$ cat config.mk
export PLATFORM = sky130hd
export DESIGN_NAME = sat_ctrl
export DESIGN_NICKNAME = d
export VERILOG_FILES = /design/src/rtl/sat_pkg.sv /design/src/rtl/sat_ctrl.sv
export SDC_FILE = /design/constraint.sdc
export NUM_CORES = 1
export LEC_CHECK = 0
export BUFFER_PORTS_ARGS = -buffer_cell sky130_fd_sc_hd__buf_2
export CAP_MARGIN = 20
export CORE_ASPECT_RATIO = 1.25
export CORE_UTILIZATION = 35
export CTS_BUF_LIST = sky130_fd_sc_hd__clkbuf_4
export DETAILED_ROUTE_END_ITERATION = 10
export SLEW_MARGIN = 40
export SYNTH_ARGS = -nofsm -noshare
export SYNTH_HDL_FRONTEND = slang
export SYNTH_SLANG_ARGS = --single-unit
$ cat constraint.sdc
create_clock -name clk -period 3.84 [get_ports clk]
set_input_delay 0.384 -clock clk [delete_from_list [all_inputs] [get_ports clk]]
set_output_delay 0.384 -clock clk [all_outputs]
set_load 0.05 [all_outputs]
$ cat src/rtl/sat_pkg.sv
// Package with types, constants and command codes of the slot allocator.
`timescale 1ns / 1ps
`default_nettype none

package sat_pkg;

	localparam int unsigned SLOTS     = 1024;
	localparam int unsigned GRID_SIDE = 64;
	localparam int unsigned CELLS     = GRID_SIDE * GRID_SIDE;
	localparam int unsigned SLOT_AW   = $clog2(SLOTS);
	localparam int unsigned CELL_AW   = $clog2(CELLS);
	localparam int unsigned CLR_LEN   = (SLOTS > CELLS) ? SLOTS : CELLS;
	localparam int unsigned CLR_AW    = $clog2(CLR_LEN);

	localparam int unsigned MODE_W   = 3;
	localparam int unsigned SLOT_W   = 10;
	localparam int unsigned TILE_W   = 6;
	localparam int unsigned STATUS_W = 2;

	typedef logic [SLOT_AW-1:0] slot_addr_t;
	typedef logic [CELL_AW-1:0] cell_addr_t;

	typedef enum logic [MODE_W-1:0] {
		MODE_ALLOC    = 3'd0,
		MODE_FREE     = 3'd1,
		MODE_APPEND   = 3'd2,
		MODE_REMOVE   = 3'd3,
		MODE_RD_HEAD  = 3'd4,
		MODE_RD_NEXT  = 3'd5,
		MODE_WR_HEAD  = 3'd6
	} mode_t;

	typedef enum logic [STATUS_W-1:0] {
		ST_OK       = 2'd0,
		ST_FULL     = 2'd1,
		ST_INVALID  = 2'd2,
		ST_NOTFOUND = 2'd3
	} status_t;

	typedef struct packed {
		logic [MODE_W-1:0] mode;
		logic [SLOT_W-1:0] slot;
		logic [TILE_W-1:0] tile_x;
		logic [TILE_W-1:0] tile_y;
	} req_t;

	typedef struct packed {
		logic [SLOT_W-1:0]   slot_out;
		logic [STATUS_W-1:0] status;
	} rsp_t;

	// Datapath operations issued by the controller, one per cycle.
	typedef enum logic [4:0] {
		OP_NONE,
		OP_CLEAR,
		OP_LOAD,
		OP_SCAN_START,
		OP_SCAN_STEP,
		OP_ALLOC,
		OP_FREE,
		OP_APPEND_HEAD,
		OP_HEAD_WRITE,
		OP_WALK_START,
		OP_WALK_STEP,
		OP_LINK_TAIL,
		OP_UNLINK_HEAD,
		OP_UNLINK_MID,
		OP_CLEAR_LINK,
		OP_RES_HEAD,
		OP_RES_NEXT,
		OP_RES_ERR
	} dp_op_t;

	typedef struct packed {
		dp_op_t  op;
		status_t err;
		logic    push;
	} dp_cmd_t;

	typedef struct packed {
		logic [MODE_W-1:0] mode;
		logic              cell_ok;
		logic              slot_ok;
		logic              slot_lt;
		logic              occ;
		logic              head_zero;
		logic              head_is_slot;
		logic              nxt_zero;
		logic              nxt_is_slot;
		logic              scan_last;
		logic              step_last;
		logic              clr_last;
	} dp_stat_t;

endpackage

`default_nettype wire

$ cat src/rtl/sat_ctrl.sv
// Controller state machine of the slot allocator.
`timescale 1ns / 1ps
`default_nettype none

module sat_ctrl (
	input  logic              clk,
	input  logic              arst_n,
	input  logic              req_valid,
	output logic              req_ready,
	output logic              rsp_valid,
	input  logic              rsp_ready,
	input  sat_pkg::dp_stat_t stat,
	output sat_pkg::dp_cmd_t  cmd
);
	import sat_pkg::*;

	typedef enum logic [2:0] {
		S_CLEAR,
		S_IDLE,
		S_DECODE,
		S_SCAN,
		S_WALK_APP,
		S_WALK_REM,
		S_LINK_SLOT,
		S_FINISH
	} state_t;

	state_t state_q, state_d;
	logic   rsp_valid_q;
	logic   need_cell;

	assign need_cell = (stat.mode == MODE_APPEND) || (stat.mode == MODE_REMOVE) ||
	                   (stat.mode == MODE_RD_HEAD) || (stat.mode == MODE_WR_HEAD);

	always_comb begin
		cmd.op   = OP_NONE;
		cmd.err  = ST_OK;
		cmd.push = 1'b0;
		state_d  = state_q;
		unique case (state_q)
			S_CLEAR: begin
				cmd.op = OP_CLEAR;
				if (stat.clr_last) begin
					state_d = S_IDLE;
				end
			end
			S_IDLE: begin
				if (req_valid) begin
					cmd.op  = OP_LOAD;
					state_d = S_DECODE;
				end
			end
			S_DECODE: begin
				state_d = S_FINISH;
				if (need_cell && !stat.cell_ok) begin
					cmd.op  = OP_RES_ERR;
					cmd.err = ST_INVALID;
				end else begin
					unique case (stat.mode)
						MODE_ALLOC: begin
							cmd.op  = OP_SCAN_START;
							state_d = S_SCAN;
						end
						MODE_FREE: begin
							if (stat.slot_ok) begin
								cmd.op = OP_FREE;
							end else begin
								cmd.op  = OP_RES_ERR;
								cmd.err = ST_INVALID;
							end
						end
						MODE_APPEND: begin
							if (!stat.slot_ok || !stat.occ) begin
								cmd.op  = OP_RES_ERR;
								cmd.err = ST_INVALID;
							end else if (stat.head_zero) begin
								cmd.op = OP_APPEND_HEAD;
							end else begin
								cmd.op  = OP_WALK_START;
								state_d = S_WALK_APP;
							end
						end
						MODE_REMOVE: begin
							if (!stat.slot_ok || !stat.occ) begin
								cmd.op  = OP_RES_ERR;
								cmd.err = ST_INVALID;
							end else if (stat.head_zero) begin
								cmd.op  = OP_RES_ERR;
								cmd.err = ST_NOTFOUND;
							end else if (stat.head_is_slot) begin
								cmd.op = OP_UNLINK_HEAD;
							end else begin
								cmd.op  = OP_WALK_START;
								state_d = S_WALK_REM;
							end
						end
						MODE_RD_HEAD: cmd.op = OP_RES_HEAD;
						MODE_RD_NEXT: begin
							if (stat.slot_ok) begin
								cmd.op = OP_RES_NEXT;
							end else begin
								cmd.op  = OP_RES_ERR;
								cmd.err = ST_INVALID;
							end
						end
						MODE_WR_HEAD: begin
							if (stat.slot_lt) begin
								cmd.op = OP_HEAD_WRITE;
							end else begin
								cmd.op  = OP_RES_ERR;
								cmd.err = ST_INVALID;
							end
						end
						default: begin
							cmd.op  = OP_RES_ERR;
							cmd.err = ST_INVALID;
						end
					endcase
				end
			end
			S_SCAN: begin
				if (!stat.occ) begin
					cmd.op  = OP_ALLOC;
					state_d = S_FINISH;
				end else if (stat.scan_last) begin
					cmd.op  = OP_RES_ERR;
					cmd.err = ST_FULL;
					state_d = S_FINISH;
				end else begin
					cmd.op = OP_SCAN_STEP;
				end
			end
			S_WALK_APP: begin
				if (stat.nxt_zero) begin
					cmd.op  = OP_LINK_TAIL;
					state_d = S_LINK_SLOT;
				end else if (stat.step_last) begin
					cmd.op  = OP_RES_ERR;
					cmd.err = ST_NOTFOUND;
					state_d = S_FINISH;
				end else begin
					cmd.op = OP_WALK_STEP;
				end
			end
			S_WALK_REM: begin
				if (stat.nxt_zero || (!stat.nxt_is_slot && stat.step_last)) begin
					cmd.op  = OP_RES_ERR;
					cmd.err = ST_NOTFOUND;
					state_d = S_FINISH;
				end else if (stat.nxt_is_slot) begin
					cmd.op  = OP_UNLINK_MID;
					state_d = S_LINK_SLOT;
				end else begin
					cmd.op = OP_WALK_STEP;
				end
			end
			S_LINK_SLOT: begin
				cmd.op  = OP_CLEAR_LINK;
				state_d = S_FINISH;
			end
			S_FINISH: begin
				if (!rsp_valid_q || rsp_ready) begin
					cmd.push = 1'b1;
					state_d  = S_IDLE;
				end
			end
			default: state_d = S_IDLE;
		endcase
	end

	always_ff @(posedge clk or negedge arst_n) begin
		if (!arst_n) begin
			state_q     <= S_CLEAR;
			rsp_valid_q <= 1'b0;
		end else begin
			state_q     <= state_d;
			rsp_valid_q <= cmd.push | (rsp_valid_q & ~rsp_ready);
		end
	end

	assign req_ready = state_q == S_IDLE;
	assign rsp_valid = rsp_valid_q;

endmodule

`default_nettype wire

Word level (Yosys, flattened, before mapping)
Index checks and enable logic that the tools add are counted.

operators by class
  $mul = 0
  shift-type cells = 0
  bitwise logic cells = 3
  equality and inequality tests = 19
  divide/modulo/power cells = 0
  magnitude comparators = 0
  reductions and logical operators = 18
  add/sub/neg operators = 0
  muxes and demuxes = 48

operator list
  kind                                                  number
  case mux 5 bit (7 select lines)                       2
  two-way mux 5 bit                                     9
  two-way mux 3 bit                                     12
  two-way mux 2 bit                                     13
  case mux 3 bit (8 select lines)                       1
  equality test 3 bit (second input constant)           7
  two-way mux 7 bit                                     2
  equality test 3 x 2 -> 1 bit (second input constant)  4
  case mux 2 bit (5 select lines)                       1
  inequality test 3 bit (second input constant)         3
  case mux 3 bit (3 select lines)                       1
  case mux 2 bit (4 select lines)                       1
  equality test 3 x 1 -> 1 bit (second input constant)  2
  logical NOT 3 bit                                     2
  logical OR 1 bit                                      6
  inequality test 2 bit (second input constant)         3
  AND reduction 6 bit                                   1
  logical NOT 1 bit                                     5
  two-way mux 1 bit                                     5
  two-way mux 4 bit                                     1
  OR reduction 2 bit                                    2
  logical AND 1 bit                                     2
  bitwise AND 1 bit                                     1
  inverter 1 bit                                        1
  bitwise OR 1 bit                                      1

word-level totals
  logic and storage cells = 90
  memories = 0
  output and inout bits = 10
  bits in latches = 0
  bits in read-only memories = 0
  input bits = 18
  RAM bits = 0
  register bits = 4

Longest topological paths before layout
  depth after elaboration = 7
  mapped depth = 7
  mapped depth without buffers = 5

Worst setup path before layout
No wires, ideal clock.

  kind = register to output
  start point = register state_q[2]
  end point = output cmd[1] (netlist bit)
  buffers on the path = 1
  data required time = 3.456 ns
  path slack = 1.293 ns
  cell stages (with the launch flop) = 4
  data arrival time = 2.163 ns
  cell sequence = dfrtp_1 > buf_2 > or3_1 > o31ai_1

RTL lines
  what                      line             text
  start: declaration        sat_ctrl.sv:28   state_t state_q, state_d;
  start signal: assignment  sat_ctrl.sv:176  state_q <= state_d;
  end: declaration          sat_ctrl.sv:13   output sat_pkg::dp_cmd_t cmd

==> metrics.md <==
| Metric | Value |
|---|---|
| Final setup margin | roughly 1.4 ns |
| Yosys reg bits | 4 |
| Initial DRC count | 14 |
| WS Path Type | reg -> out |
| Register area share after synthesis | 12.80% |
| Final #Nets | around 160 |
| Arrival time at the worst endpoint | roughly 2.1 ns |
| Post-synth EDFFs | 0 |
| Post-synth ARST share | 100.0% |
| DP Area | between 900 and 1000 µm² |
| Setup TNS | 0 ns |
| Dpl ws | between 1.5 and 2 ns |
| Residual DRC | 0 |
| R2R Setup Slk | approximately 2.1 ns |
| Root Buffer | clkbuf_4 |
| Crit share post-route | 64.50% |
| Worst path required time | roughly 3.5 ns |
| Most frequent cells in the layout | 27 x buf_2, 19 x nand2_1, 15 x a21oi_1 |
| Count of cell types in the netlist | between 40 and 50 |
| Startpoint Class | flop |
| Commonest non-fill, non-tap cell in the layout | buf_2 |
| Hold slack | 0.4695 ns |
| Yosys warns | 0 |
| Die Y | 54.85 µm |
| CP startpoint | state_q[2] |
| Fin area | 935.9 µm² |
| R2r startpoint | state_q[0] |
| Post-Synthesis Net Count | between 100 and 150 |
| Worst Hold Class | in -> reg |
| Htree depth | 1 |
| Final Slew Violations | 0 |
| Avg Inst Size Synth | 6.517 µm² |
| TritonCTS buffer count | 3 |
| Status | finished clean |
| Slew headroom | between 60% and 70% |
| Die Width | between 40 and 50 µm |
| Maxcap violations | 0 |
| Clk slew on worst S/H paths | approximately 0.030 ns |
| Cell Rows | 18 |
| Share of post-route cells with drive strength above 1 | ~25% |
| Die ar. | about 2400 µm² |
| Final Hold Viols | 0 |
| Clock net sink count | 4 |
| Initial core utilization | a little under two fifths |
| Total Power | roughly 0.66 mW |
| Largest net degree at the start of global routing | 22 |
| P_leak | 0.4191 nW |
| N_diodes | 0 |
| RD Place Congestion | between 0.8 and 0.9 |
| Depth of the most critical reg-to-reg path | 5 |
| Maximum vdd ir drop | approximately 0.43 mV |
| First-pass detailed-route iteration total | 4 |
| Wire length on met3 | 68 µm |
| Vias/cell | approximately 5.5 |
| Mapped Area | between 700 and 800 µm² |
| Met2 wire len | around 990 µm |
| Top sig layer | met4 |
| R2R Path End | state_q[0] |
| # IOs | 28 |
| Gr ovfl total | 0 |
| Predominant post-synthesis flop cell | dfrtp_1 |
| Hold Crit Start | rsp_ready |
| Final setup vio count | 0 |
| Max Clock Freq | roughly 400 MHz |
| Worst-skew pair later-pin latency | approximately 0.23 ns |
| Max Buffers Root-to-Sink | 2 |
| Post-CTS sizing | 0 |
| CTS tree | yes |
| Antenna violations before repair | 0 |
| Hold path depth | 3 |
| Worst-case clock skew | 0.0006145 ns |
| Vias in the first global route | 745 |
| Routed Antenna Nets | 0 |
| Routed WL | 1.964 mm |
| First-pass GRT wire length | ~3.1 mm |
| Area grow syn2layout | 19.68% |
| Hold endpoint | rsp_valid |
| Syn Inst Count | 120 |
| Port bufs | 27 |
| Worst Tran Pin Value | around 0.57 ns |
| Post-Route M1 WL | between 800 and 900 µm |
| RSZ-0062 raised after global routing | false |
| Half-perimeter wire length after placement | 1.536 mm |
| Via count | 939 |
| Minimum clock period | 2.477 ns |
| Critical path peak fanout | 21 |
| Worst setup EP type | output pin |
| Overall Global Routing Usage | between 10% and 20% |
| Wire per inst | approximately 11 µm |
| PwrDens | between 700 and 800 nW/µm² |
| Core Box Area | 2049 µm² |
[final cells by class]
class                      count  area [µm²]
fill                         211        1114
multi-input combinational    103       615.6
timing repair buffer          28       145.1
sequential                     4       100.1
tap                           30       37.54
clock buffer                   3       22.52
inverter                       4       15.01
[how the worst max path moves through the flow]
stage          endpoint  slack, ns
2_1_floorplan    cmd[1]       1.29
3_3_place_gp     cmd[1]       1.65
3_5_place_dp     cmd[1]       1.62
4_1_cts          cmd[1]       1.37
5_1_grt          cmd[1]       1.19
6_report         cmd[7]       1.36
[cell usage after synthesis, types with 2 or more instances]
master    count  area, µm²
o21a_1        2      15.01
inv_2         2      7.510
nand2b_1      7      43.79
dfrtp_1       4      100.1
nor2b_1       3      18.77
clkbuf_1      2      7.510
o21ai_1       2      10.01
buf_2         5      25.02
o31a_1        2      17.52
a31oi_1       2      12.51
inv_1         2      7.510
a21oi_1      15      75.07
and2_1        2      12.51
o31ai_1       2      15.01
and3_1        2      12.51
nand3_1       4      20.02
o21ai_0       6      30.03
nand2_1      19      71.32
mux2i_1       2      20.02
o221ai_1      3      26.28
nor2_1        9      33.78
[power breakdown]
group | switching, mW | internal, mW
logic | 0.336 | 0.148
registers | 0.0663 | 0.0617
clock network | 0.0144 | 0.0347
total | 0.417 | 0.244
[state kept, by name, summed over array words and instances (netlist names)]
signal / count
state_q: 3
rsp_valid: 1
[kinds of logic (layout without fill, tap and decap cells)]
group                  Yosys count  after routing  synth area share [%]
multiplexers                     2              2                 2.560
flip-flops                       4              4                 12.80
AO/OA/AOI/OAI                   45             45                 38.40
AND/OR/NAND/NOR                 56             56                 37.76
buffers and inverters           13             35                 8.481
[routing by layer]
metal	up-vias	global-route usage (%)
met1	429	21.39
met2	24	29.66
met3	2	0
met5	-	0
li1	484	-
met4	0	7.071
[metrics by stage]
| stage | util, % | instances |
|---|---|---|
| after floorplan | - | 120 |
| after global placement | 44.08 | 168 |
| after detailed placement | 44.08 | 168 |
| after CTS | 45.67 | 172 |
| after global routing | 45.67 | 172 |
| final | 45.67 | 172 |
[critical path, stage by stage (launching register included)]
cell and delay, ns:
dfrtp_1 0.69, nor2b_1 0.25, or3b_1 0.40, o31a_1 0.13, o21ai_0 0.09, buf_2 0.29
[what timing repair did]
item,CTS,global route
hold endpoints to repair,4,0
hold buffers,1,0
buffers inserted,0,0
No activity file was read; power rests on OpenSTA's default activity.
